===== src/sv/uhr_pkg.sv =====
`default_nettype none

package uhr_pkg;

   localparam int HOLD_DEPTH = 19;
   localparam int CNT_W      = $clog2(HOLD_DEPTH + 1);
   localparam int HW_W       = 4;
   localparam int SUM_W      = 21;
   localparam int PART_W     = 17;
   localparam int CSR_IDX_W  = 3;
   localparam int CSR_DATA_W = 48;

   localparam logic [HW_W-1:0]  HW_MIN   = 4'd5;
   localparam logic [15:0]      ONES_MAX = 16'hFFFF;

   // register indexes
   localparam logic [CSR_IDX_W-1:0] CSR_DST_MAC     = 3'd0;
   localparam logic [CSR_IDX_W-1:0] CSR_DEST_IP     = 3'd1;
   localparam logic [CSR_IDX_W-1:0] CSR_SOURCE_IP   = 3'd2;
   localparam logic [CSR_IDX_W-1:0] CSR_DST_PORT    = 3'd3;
   localparam logic [CSR_IDX_W-1:0] CSR_SOURCE_PORT = 3'd4;

   // position of a word after the header
   typedef enum logic [1:0] {
      PASS_PORT,
      PASS_CSUM,
      PASS_BODY
   } pass_type;

   typedef struct packed {
      logic [31:0] frame_word;
      logic [2:0]  bytes_valid;
      logic        frame_end;
   } req_type;

   typedef struct packed {
      logic [31:0] out_word;
      logic [2:0]  out_bytes_valid;
      logic        out_end;
   } rsp_type;

   typedef struct packed {
      logic [31:0] word;
      logic [2:0]  nv;
      logic        last;
      logic        csum_slot;
   } cell_type;

   typedef struct packed {
      logic [47:0] dst_mac;
      logic [31:0] dest_ip;
      logic [31:0] source_ip;
      logic [15:0] dst_port;
      logic [15:0] source_port;
   } cfg_type;

   typedef struct packed {
      logic             header_done;
      pass_type         pass;
      logic [CNT_W-1:0] k;
      logic [HW_W-1:0]  hw;
   } patch_ctx_type;

   typedef struct packed {
      cell_type          slot;
      logic [PART_W-1:0] contrib;
      logic [HW_W-1:0]   hw_new;
   } patch_res_type;

   function automatic logic [31:0] byte_mask(input logic [2:0] nv);
      logic [31:0] m;
      case (nv)
         3'd1:    m = 32'hFF00_0000;
         3'd2:    m = 32'hFFFF_0000;
         3'd3:    m = 32'hFFFF_FF00;
         default: m = 32'hFFFF_FFFF;
      endcase
      return m;
   endfunction

   function automatic logic [15:0] fold_csum(input logic [SUM_W-1:0] s);
      logic [16:0] s1;
      logic [15:0] s2;
      s1 = {12'h000, s[SUM_W-1:16]} + {1'b0, s[15:0]};
      s2 = s1[15:0] + {15'h0000, s1[16]};
      return ~s2 & ONES_MAX;
   endfunction

endpackage

`default_nettype wire


===== src/sv/uhr_cell.sv =====
`default_nettype none

module uhr_cell
   import uhr_pkg::*;
(
   input  wire logic     clock,
   input  wire logic     shift_en,
   input  wire logic     load_en,
   input  wire cell_type load_data,
   input  wire cell_type next_data,
   output cell_type      data_out
);

   cell_type data_ff;
   cell_type data_in;

   // a load wins over the shift from the neighbour
   always_comb begin
      data_in = data_ff;
      if (load_en) begin
         data_in = load_data;
      end else if (shift_en) begin
         data_in = next_data;
      end
   end

   always_ff @(posedge clock) begin
      data_ff <= data_in;
   end

   assign data_out = data_ff;

endmodule

`default_nettype wire


===== src/sv/uhr_patch.sv =====
`default_nettype none

module uhr_patch
   import uhr_pkg::*;
(
   input  wire req_type       req,
   input  wire patch_ctx_type ctx,
   input  wire cfg_type       cfg,
   output patch_res_type      res
);

   logic [2:0]       nv;
   logic [31:0]      vmask;
   logic [31:0]      w;
   logic [CNT_W-1:0] k_port;
   logic [CNT_W-1:0] k_full_hi;
   logic             body_word;
   logic             use_hi;
   logic             use_lo;
   logic [3:0]       ihl;

   always_comb begin
      nv = 3'd4;
      if (req.frame_end && req.bytes_valid >= 3'd1 && req.bytes_valid <= 3'd3) begin
         nv = req.bytes_valid;
      end
      vmask     = byte_mask(nv);
      k_port    = CNT_W'(3) + CNT_W'(ctx.hw);
      k_full_hi = CNT_W'(2) + CNT_W'(ctx.hw);

      w = req.frame_word & vmask;
      if (ctx.header_done) begin
         case (ctx.pass)
            PASS_PORT: w = {cfg.dst_port, w[15:0]};
            PASS_CSUM: w = {16'h0000, w[15:0]};
            default:   w = w;
         endcase
      end else begin
         if (ctx.k == CNT_W'(0)) begin
            w = cfg.dst_mac[47:16];
         end
         if (ctx.k == CNT_W'(1)) begin
            w = {cfg.dst_mac[15:0], w[15:0]};
         end
         // checksum bytes stay zero until the drain
         if (ctx.k == CNT_W'(6)) begin
            w = {16'h0000, cfg.source_ip[31:16]};
         end
         if (ctx.k == CNT_W'(7)) begin
            w = {cfg.source_ip[15:0], cfg.dest_ip[31:16]};
         end
         if (ctx.k == CNT_W'(8)) begin
            w = {cfg.dest_ip[15:0], w[15:0]};
         end
         if (ctx.k == k_port) begin
            w = {w[31:16], cfg.source_port};
         end
      end
      w = w & vmask;

      // header halfwords run from byte 14 up to the udp header
      body_word = (ctx.k >= CNT_W'(4)) && (ctx.k <= k_full_hi);
      use_hi    = body_word || (ctx.k == k_port);
      use_lo    = body_word || (ctx.k == CNT_W'(3));

      res.contrib = (use_hi ? {1'b0, w[31:16]} : PART_W'(0))
                  + (use_lo ? {1'b0, w[15:0]}  : PART_W'(0));

      ihl = (nv >= 3'd3) ? req.frame_word[11:8] : HW_MIN;
      res.hw_new = (ihl < HW_MIN) ? HW_MIN : ihl;

      res.slot.word      = w;
      res.slot.nv        = nv;
      res.slot.last      = req.frame_end;
      res.slot.csum_slot = !ctx.header_done && (ctx.k == CNT_W'(6));
   end

endmodule

`default_nettype wire


===== src/sv/udp_header_rewrite.sv =====
// channel  | ports            | item
// ---------+------------------+-------------------------------------------
// request  | req_valid/stall  | frame word, bytes valid, frame end
// response | rsp_valid/stall  | rewritten word, bytes valid, frame end
// csr      | csr_write_en     | index and data, no read-back
//
// header words fill a row of cells one per cycle until the ipv4 header is
// complete: 9 to 19 words, set by the ihl nibble, or fewer when the frame ends
// the held words leave from the head cell one per cycle from the next cycle on
// unless the response stalls; the request is stalled until the last held word
// is taken; later words are registered in the head cell; a stalled response
// holds the row; reset is synchronous and clears control state and registers
`default_nettype none

module udp_header_rewrite
   import uhr_pkg::*;
(
   input  wire logic                  clock,
   input  wire logic                  reset,
   input  wire logic                  req_valid,
   output logic                       req_stall,
   input  wire req_type               req_data,
   output logic                       rsp_valid,
   input  wire logic                  rsp_stall,
   output rsp_type                    rsp_data,
   input  wire logic                  csr_write_en,
   input  wire logic [CSR_IDX_W-1:0]  csr_index,
   input  wire logic [CSR_DATA_W-1:0] csr_wdata
);

   // configuration registers
   cfg_type cfg_ff;
   cfg_type cfg_in;

   // frame control
   logic [CNT_W-1:0] count_ff;
   logic [CNT_W-1:0] count_in;
   logic             rel_ff;
   logic             rel_in;
   logic             hdone_ff;
   logic             hdone_in;
   logic [HW_W-1:0]  hw_ff;
   logic [HW_W-1:0]  hw_in;
   pass_type         pass_ff;
   pass_type         pass_in;
   logic [SUM_W-1:0] sum_ff;
   logic [SUM_W-1:0] sum_in;

   logic             take;
   logic             in_ok;
   logic             in_acc;
   logic             release_now;
   logic [CNT_W-1:0] k;
   logic [15:0]      csum;

   patch_ctx_type ctx;
   patch_res_type pres;
   cell_type      cells [HOLD_DEPTH];

   // handshakes
   assign take      = rel_ff && !rsp_stall;
   assign in_ok     = !rel_ff || (take && count_ff == CNT_W'(1));
   assign req_stall = !in_ok;
   assign in_acc    = req_valid && in_ok;
   assign rsp_valid = rel_ff;

   // slot for the incoming word, one lower when the row moves this cycle
   assign k = count_ff - CNT_W'(take);

   assign release_now = in_acc && !hdone_ff
                     && (req_data.frame_end || k == CNT_W'(3) + CNT_W'(hw_ff));

   // word patching and checksum part
   always_comb begin
      ctx.header_done = hdone_ff;
      ctx.pass        = pass_ff;
      ctx.k           = k;
      ctx.hw          = hw_ff;
   end

   uhr_patch u_patch (
      .req (req_data),
      .ctx (ctx),
      .cfg (cfg_ff),
      .res (pres)
   );

   // row of cells, head at index 0
   for (genvar i = 0; i < HOLD_DEPTH; i++) begin : g_cell
      cell_type nbr;
      if (i == HOLD_DEPTH - 1) begin : g_tail
         assign nbr = cells[i];
      end else begin : g_mid
         assign nbr = cells[i+1];
      end
      uhr_cell u_cell (
         .clock     (clock),
         .shift_en  (take),
         .load_en   (in_acc && k == CNT_W'(i)),
         .load_data (pres.slot),
         .next_data (nbr),
         .data_out  (cells[i])
      );
   end

   // header checksum goes into the word that carries bytes 24 and 25
   assign csum = fold_csum(sum_ff);

   always_comb begin
      rsp_data.out_word = cells[0].word;
      if (cells[0].csum_slot) begin
         rsp_data.out_word = cells[0].word | ({csum, 16'h0000} & byte_mask(cells[0].nv));
      end
      rsp_data.out_bytes_valid = cells[0].nv;
      rsp_data.out_end         = cells[0].last;
   end

   // configuration writes
   always_comb begin
      cfg_in = cfg_ff;
      if (csr_write_en) begin
         case (csr_index)
            CSR_DST_MAC:     cfg_in.dst_mac     = csr_wdata;
            CSR_DEST_IP:     cfg_in.dest_ip     = csr_wdata[31:0];
            CSR_SOURCE_IP:   cfg_in.source_ip   = csr_wdata[31:0];
            CSR_DST_PORT:    cfg_in.dst_port    = csr_wdata[15:0];
            CSR_SOURCE_PORT: cfg_in.source_port = csr_wdata[15:0];
            default:         cfg_in = cfg_ff;
         endcase
      end
   end

   // row occupancy and release
   always_comb begin
      count_in = count_ff + CNT_W'(in_acc) - CNT_W'(take);
      rel_in   = rel_ff;
      if (in_acc) begin
         rel_in = hdone_ff || release_now;
      end else if (take && count_ff == CNT_W'(1)) begin
         rel_in = 1'b0;
      end
   end

   // frame state, back to its start after the last word of a frame
   always_comb begin
      hdone_in = hdone_ff;
      hw_in    = hw_ff;
      sum_in   = sum_ff;
      if (in_acc) begin
         if (!hdone_ff) begin
            sum_in = ((k == CNT_W'(0)) ? SUM_W'(0) : sum_ff) + SUM_W'(pres.contrib);
            if (k == CNT_W'(3)) begin
               hw_in = pres.hw_new;
            end
         end
         if (req_data.frame_end) begin
            hdone_in = 1'b0;
            hw_in    = HW_MIN;
         end else if (release_now) begin
            hdone_in = 1'b1;
         end
      end
   end

   // position after the header
   always_comb begin
      pass_in = pass_ff;
      if (in_acc) begin
         if (req_data.frame_end || release_now) begin
            pass_in = PASS_PORT;
         end else if (hdone_ff) begin
            case (pass_ff)
               PASS_PORT: pass_in = PASS_CSUM;
               PASS_CSUM: pass_in = PASS_BODY;
               default:   pass_in = PASS_BODY;
            endcase
         end
      end
   end

   always_ff @(posedge clock) begin
      if (reset) begin
         cfg_ff   <= '0;
         count_ff <= '0;
         rel_ff   <= 1'b0;
         hdone_ff <= 1'b0;
         hw_ff    <= HW_MIN;
         pass_ff  <= PASS_PORT;
         sum_ff   <= '0;
      end else begin
         cfg_ff   <= cfg_in;
         count_ff <= count_in;
         rel_ff   <= rel_in;
         hdone_ff <= hdone_in;
         hw_ff    <= hw_in;
         pass_ff  <= pass_in;
         sum_ff   <= sum_in;
      end
   end

endmodule

`default_nettype wire


===== config.mk =====
export PLATFORM = sky130hd
export DESIGN_NAME = udp_header_rewrite
export DESIGN_NICKNAME = d
export VERILOG_FILES = /design/src/sv/uhr_pkg.sv /design/src/sv/uhr_cell.sv /design/src/sv/uhr_patch.sv /design/src/sv/udp_header_rewrite.sv
export SDC_FILE = /design/constraint.sdc
export NUM_CORES = 2
export LEC_CHECK = 0
export ABC_AREA = 0
export BUFFER_PORTS_ARGS = -buffer_cell sky130_fd_sc_hd__buf_2
export CORE_MARGIN = 5
export CORE_UTILIZATION = 50
export DETAILED_ROUTE_END_ITERATION = 10
export GPL_TIMING_DRIVEN = 0
export PLACE_DENSITY = 0.73
export SETUP_SLACK_MARGIN = 0.5
export SYNTH_ARGS = -nofsm -noshare
export SYNTH_HDL_FRONTEND = slang
export SYNTH_SLANG_ARGS = --single-unit

===== constraint.sdc =====
create_clock -name clock -period 13.7 [get_ports clock]
set_input_delay 2.055 -clock clock [delete_from_list [all_inputs] [get_ports clock]]
set_output_delay 2.055 -clock clock [all_outputs]
set_load 0.1 [all_outputs]

Word-level counts from Yosys, hierarchy flattened
Index checks and enable logic that the tools add are counted.
- register bits: 881
- input port bits: 92
- output and inout port bits: 38
- logic and storage cells: 276
- $add $sub $neg: 9
- $lt $le $gt $ge: 6
- eq/ne operators: 32
- mux-type cells: 64
- bitwise logic cells: 6
- reductions and logical operators: 72
- operators by type and width (operator ; number):
    two-way mux 37 bit ; 36
    two-way mux 32 bit ; 8
    one-hot mux 24 bit (3 select lines) ; 2
    AND 32 bit ; 3
    one-hot mux 32 bit (2 select lines) ; 1
    two-way mux 16 bit ; 3
    nonzero test 2 bit ; 22
    == test 5 x 4 -> 1 bit (second input constant) ; 8
    OR 32 bit ; 1
    logical AND 1 bit ; 28
    adder 21 x 17 -> 21 bit ; 1
    two-way mux 21 bit ; 1
    == test 5 x 3 -> 1 bit (second input constant) ; 4
    two-way mux 4 bit ; 5
    == test 3 x 2 -> 1 bit (second input constant) ; 6
    adder 17 bit ; 1
    adder 5 x 16 -> 17 bit ; 1
    adder 16 x 1 -> 16 bit ; 1
    inverter 16 bit ; 1
    AND reduction 2 bit ; 8
    == test 5 bit (second input constant) ; 3
    adder 2 x 4 -> 5 bit (first input constant) ; 2
    == test 5 x 1 -> 1 bit (second input constant) ; 2
    == test 5 x 2 -> 1 bit (second input constant) ; 2
    23 further kinds ; 39

Logic depth before layout (Yosys ltp)
- depth after elaboration: 18
- gate-level depth with buffers: 33
- depth with buffers taken out: 30

Cells and area by module
From an unflattened synthesis, not the netlist that was laid out.
- cells, all modules: 3163
- area, all modules: 43286.5 um^2
- by module, submodules not included (module ; instances ; cells each ; area an instance (um^2) ; sequential area each (um^2)):
    uhr_cell ; 19 ; 79 ; 1644.1 ; 1111.1
    udp_header_rewrite ; 1 ; 1137 ; 8630.8 ; 3563.4
    uhr_patch ; 1 ; 525 ; 3418.3 ; 0.0

Worst setup path before layout
OpenSTA, ideal clock, no wires.
- path type: input -> register
- start: input port rsp_stall
- end: register sum_ff[17]
- setup time: 0.070 ns
- data arrival time: 8.175 ns
- data required time: 13.630 ns
- setup slack: 5.454 ns
- cell stages on the path: 29
- path buffers: 3
- path through: nand2b_1 inv_1 ha_1 ha_1 xnor2_2 inv_2 clkbuf_1 clkbuf_1 ha_1 o21a_1 o21a_1 o21a_1 o22ai_1 a21oi_1 clkbuf_1 nor2_1 ha_1 fa_1 a21o_1 a41oi_1 a31oi_1 xor2_1 ha_1 and4_1 a221o_1 o41ai_1 o22ai_1 or2_2 a21oi_1
- longest elaborated chain between the ends: 15
- elaborated cells between the ends (all ways): 32
- those cells by class: add/sub (3); order compare (2); eq/ne (6); mux (10); bitwise (1); reduce/logical (10)
- RTL lines (what ; RTL line ; text):
    start: declaration ; udp_header_rewrite.sv:24 ; input wire logic rsp_stall,
    logical NOT 1 bit (*) ; udp_header_rewrite.sv:61 ; assign take = rel_ff && !rsp_stall;
    logical AND 1 bit (*) ; udp_header_rewrite.sv:61 ;
    subtractor 5 x 1 -> 5 bit ; udp_header_rewrite.sv:68 ; assign k = count_ff - CNT_W'(take);
    logical NOT 5 bit ; uhr_patch.sv:39, udp_header_rewrite.sv:151 ;
    two-way mux 32 bit ; uhr_patch.sv:39 ; if (ctx.k == CNT_W'(0)) begin
    two-way mux 32 bit ; uhr_patch.sv:42 ; if (ctx.k == CNT_W'(1)) begin
    two-way mux 32 bit ; uhr_patch.sv:46 ; if (ctx.k == CNT_W'(6)) begin
    two-way mux 32 bit ; uhr_patch.sv:49 ; if (ctx.k == CNT_W'(7)) begin
    two-way mux 32 bit ; uhr_patch.sv:52 ; if (ctx.k == CNT_W'(8)) begin
    two-way mux 16 bit ; uhr_patch.sv:55 ; if (ctx.k == k_port) begin
    two-way mux 32 bit ; uhr_patch.sv:32 ; if (ctx.header_done) begin
    AND 32 bit ; uhr_patch.sv:59 ; w = w & vmask;
    two-way mux 16 bit ; uhr_patch.sv:67 ; + (use_lo ? {1'b0, w[15:0]} : PART_W'(0));
    adder 17 bit ; uhr_patch.sv:67 ;
    adder 21 x 17 -> 21 bit ; udp_header_rewrite.sv:151 ; sum_in = ((k == CNT_W'(0)) ? SUM_W'(0) : sum_ff) + SUM_W'(pres.contrib);
    end signal: assignment ; udp_header_rewrite.sv:197 ; sum_ff <= sum_in;
    end: declaration ; udp_header_rewrite.sv:46 ; logic [SUM_W-1:0] sum_ff;
Every way passes the cells marked *; elsewhere a longest branch is shown, timed or not.
A chain may end at the register's enable or synchronous reset.

Worst setup path after layout
Ends and elaborated chain as after synthesis.

==> flow_summary_export.csv <==
group,metric,value,unit
yosys,share_of_the_yosys_chip_area_belonging_to_registers,61.6,%
status,run_status,"complete, no violations",
grt,grtUsageTotal,26.1,%
yosys,yosysTopAreaCellShare,52.7,%
yosys,synthesis.yosys.warnings,0,
yosys,synth_nets,4039,
floorplanning,core_region_area,79100,um^2
clock_tree,number_of_hold_buffers_added_after_cts,0,
yosys,syn_area,40000,um^2
placement,place.detailed.hpwl,86800,um
clock_tree,clk_pin_slew,0.06,ns
sta,finalClockSkew,0.0301,ns
clock_tree,postCtsResizedCells,0,
final_layout,final_net_count,4262,
yosys,avgSynthCellArea,10.3,um^2
floorplanning,floorplan.rows,103,
sta,final_hold_viol_count,0,
final_layout,post_route_cells_drive_above_1_share,9.75,%
worst_setup_path,crit_path_end_kind,"flip-flop",
power,vdd_drop_max,177,uV
power,switching_share,42.8,%
worst_setup_path,start_kind,"input port",
power,leakage,16.6,nW
final_layout,synthToLayoutAreaGrowth,12.2,%
worst_setup_path,slowest_stage,"sky130_fd_sc_hd__nor3_1",
sta,setup_repair_after_global_routing_missed_its_margin,"false",
grt,grt_residual_overflow,0,
yosys,post_synth_arst_share,0,%
placement,place_congestion,0.988,
sta,drv_slew,0,
yosys,postSynthRegisterBits,881,
routing,drc,0,
sta,max_slew.worst_pin.slew,1.21,ns
yosys,syn_inst,3884,
worst_setup_path,timing.critical_path.fanout_max,10,
yosys,synth_cell_type_count,72,
sta,max-slew-margin-rel,18.4,%
placement,io_buffers,128,
clock_tree,clk-insertion-delay-late,0.66,ns
routing,wire_per_inst,22.1,um
power,pwr-share-comb,41.3,%
grt,grt_antenna_before_repair,6,
power,power_report.internal_total,5.71,mW
floorplanning,die_span_y,293,um
yosys,post_synth_most_frequent_cells,"sky130_fd_sc_hd__nand2_1, sky130_fd_sc_hd__edfxtp_1, sky130_fd_sc_hd__o21ai_0",
worst_hold_path,hold_path.startpoint,"cfg_ff[60]",
floorplanning,die_area,85800,um^2
clock_tree,clk_root_buffer_cell,"sky130_fd_sc_hd__clkbuf_16",
sta,layout_worst_path_cycle_share,78.9,%
final_layout,filler_cell_count,6706,
worst_setup_path,path_class,"input port to flip-flop",
grt,grt_start_max_net_pins,38,
worst_setup_path,timing.critical_path.from,"rsp_stall",
routing,vias,30700,
yosys,synth.largest_area_cell,"sky130_fd_sc_hd__edfxtp_1",
yosys,dominant_synthesized_flop_cell,"sky130_fd_sc_hd__edfxtp_1",
sta,layout_min_cycle_time,10.80,ns
floorplanning,design.portCount,130,
clock_tree,cts.path.max_buffers,3,
grt,grt_pass1_vias,29200,
sta,setup_viol,0,
power,pwr-share-clk,23.8,%
yosys,synth.most_common_cell,"sky130_fd_sc_hd__nand2_1",
worst_setup_path,worstPathArrival,11.38,ns
worst_setup_path,reg2reg_from,"rsp_valid",
floorplanning,initial_core_util,50.6,%
yosys,synth.top_cells.by_area,"sky130_fd_sc_hd__edfxtp_1, sky130_fd_sc_hd__dfxtp_1, sky130_fd_sc_hd__nand2_1",
worst_setup_path,crit_required,14.27,ns
power,power_frac_seq,34.9,%
routing,routed_via_density,5.87,
grt,global_route_wire_length_before_repair,172000,um
sta,fmaxAchievable,92.6,MHz
worst_setup_path,critPathMostFrequentCell,"sky130_fd_sc_hd__ha_1",
clock_tree,clock_tree.htree_level_count,3,
routing,postRouteWirelength,115000,um
routing,final_antenna_net_count,0,
sta,fin_tns_setup,0,ns
clock_tree,tritoncts,"built",
power,cellPowerDensity,222,nW/um^2
floorplanning,chipWidth,293,um
job,maxCapViolCount,0,
sta,final.hold.worst_slack,0.452,ns
worst_hold_path,hold_class,"flip-flop to flip-flop",
routing,drtPass1Iterations,6,
worst_setup_path,cp_slowest_stage_delay,0.92,ns
clock_tree,cts_num_sinks,881,
power,p_switching,4.28,mW
routing,detailedRoute.firstIterationViolations,3417,
clock_tree,number_of_cts_inserted_buffers,89,
yosys,synth_enable_flop_cells,703,
clock_tree,cts_post_setup_buffers_inserted,0,
## cells in the final DEF, fill, tap and decap left out, types with 11 or more instances in the layout
| master | Yosys | layout |
|---|---|---|
| sky130_fd_sc_hd__clkinv_1 | 2 | 17 |
| sky130_fd_sc_hd__and2_1 | 30 | 30 |
| sky130_fd_sc_hd__ha_1 | 59 | 59 |
| sky130_fd_sc_hd__nor2b_1 | 21 | 21 |
| sky130_fd_sc_hd__clkbuf_1 | 266 | 280 |
| sky130_fd_sc_hd__buf_1 | 22 | 22 |
| sky130_fd_sc_hd__inv_1 | 62 | 62 |
| sky130_fd_sc_hd__nand2b_1 | 14 | 14 |
| sky130_fd_sc_hd__mux2_2 | 57 | 57 |
| sky130_fd_sc_hd__and3_1 | 14 | 14 |
| sky130_fd_sc_hd__o21ai_0 | 499 | 499 |
| sky130_fd_sc_hd__xnor2_1 | 27 | 27 |
| sky130_fd_sc_hd__nor4_1 | 15 | 14 |
| sky130_fd_sc_hd__dfxtp_1 | 178 | 178 |
| sky130_fd_sc_hd__buf_4 | 24 | 24 |
| sky130_fd_sc_hd__buf_2 | 21 | 149 |
| sky130_fd_sc_hd__nand4_1 | 17 | 17 |
| sky130_fd_sc_hd__a21o_1 | 17 | 17 |
| sky130_fd_sc_hd__edfxtp_1 | 703 | 703 |
| sky130_fd_sc_hd__o2111ai_1 | 11 | 11 |
| sky130_fd_sc_hd__o21a_1 | 12 | 12 |
| sky130_fd_sc_hd__nor2_1 | 223 | 223 |
| sky130_fd_sc_hd__a31oi_1 | 20 | 20 |
| sky130_fd_sc_hd__o21ai_1 | 14 | 14 |
| sky130_fd_sc_hd__nand2_1 | 848 | 835 |
| sky130_fd_sc_hd__o211ai_1 | 12 | 12 |
| sky130_fd_sc_hd__clkbuf_16 | 0 | 89 |
| sky130_fd_sc_hd__a22o_1 | 11 | 11 |
| sky130_fd_sc_hd__a21oi_1 | 345 | 345 |
| sky130_fd_sc_hd__nand3_1 | 111 | 111 |
| sky130_fd_sc_hd__clkinv_2 | 0 | 19 |
| sky130_fd_sc_hd__nand2_2 | 0 | 13 |
| sky130_fd_sc_hd__o31ai_1 | 16 | 16 |
| sky130_fd_sc_hd__xor2_1 | 25 | 25 |
| sky130_fd_sc_hd__mux2i_1 | 28 | 28 |
## stage by stage
stage               instance area, um^2  instances  worst slack [ns]  power (mW)  util (%)
CTS                               44900       5225              3.16        9.92      56.7
global placement                  42000       5062              2.70        7.47      53.1
detailed placement                42100       5066              2.52        7.56      53.2
global route                      44900       5225              2.34        10.4      56.8
floorplan                         40000       3884              5.45        6.03         -
finish                            44900       5226              2.90        9.99      56.8
## state kept, by name, summed over array words and instances (netlist names)
name	flops
sum_ff	21
cfg_ff	144
g_cell.u_cell.data_out	703
count_ff	5
hdone_ff	1
hw_ff	4
rsp_valid	1
pass_ff	2
## critical path, delay by kind of cell
| kind | cells | cell delay, ns |
|---|---|---|
| compound gates | 11 | 3.03 |
| simple gates | 10 | 2.70 |
| buf+inv | 4 | 1.78 |
| fa+ha+maj | 5 | 1.55 |
| xor+xnor | 1 | 0.21 |
## path summary, 6_finish.rpt
check	depth (start not counted)	end	slack, ns
worst max-delay path	31	sum_ff[17]	2.90
worst min register to register	2	cfg_ff[60]	0.45
worst min-delay path	2	cfg_ff[60]	0.45
worst max register to register	30	sum_ff[17]	4.03
## cell families after synthesis
family          count (synthesis)  synth area share [%]
fa+ha+maj                      63                  2.04
buf+inv                       407                  4.11
simple gates                 1342                  14.0
compound gates               1053                  14.7
flops                         881                  61.6
mux                            85                  2.30
xor+xnor                       53                  1.18
## per-layer routing
layer	vias to the layer above	global-route usage (%)	share of wire, %
li1	14200	-	-
met1	14700	34.1	39
met2	1418	41.3	45
met3	371	4.22	8.4
met4	4	16.0	7.3
met5	-	0	0.029
## layout make-up
type                    instances  area [um^2]  share of cell area [%]
clock buffers                 109         2350                    5.24
well taps                    1050         1310                    2.92
clock inverters                50          460                    1.03
plain buffers                 333         1370                    3.04
diodes                          1         2.50                 0.00557
repair buffers                132          721                    1.60
flip-flops and latches        881        24700                    54.9
inverters                      74          278                   0.618
multi-input cells            2596        13800                    30.6
## power by group through the flow
stage | Combinational, mW | Sequential (mW) | Clock (mW)
finish | 4.13 | 3.49 | 2.37
detailed placement | 4.02 | 3.55 | 0
floorplan | 2.52 | 3.51 | 0
global placement | 3.92 | 3.54 | 0
global route | 4.39 | 3.52 | 2.49
CTS | 4.04 | 3.49 | 2.38
No activity file was read; power rests on OpenSTA's default activity.
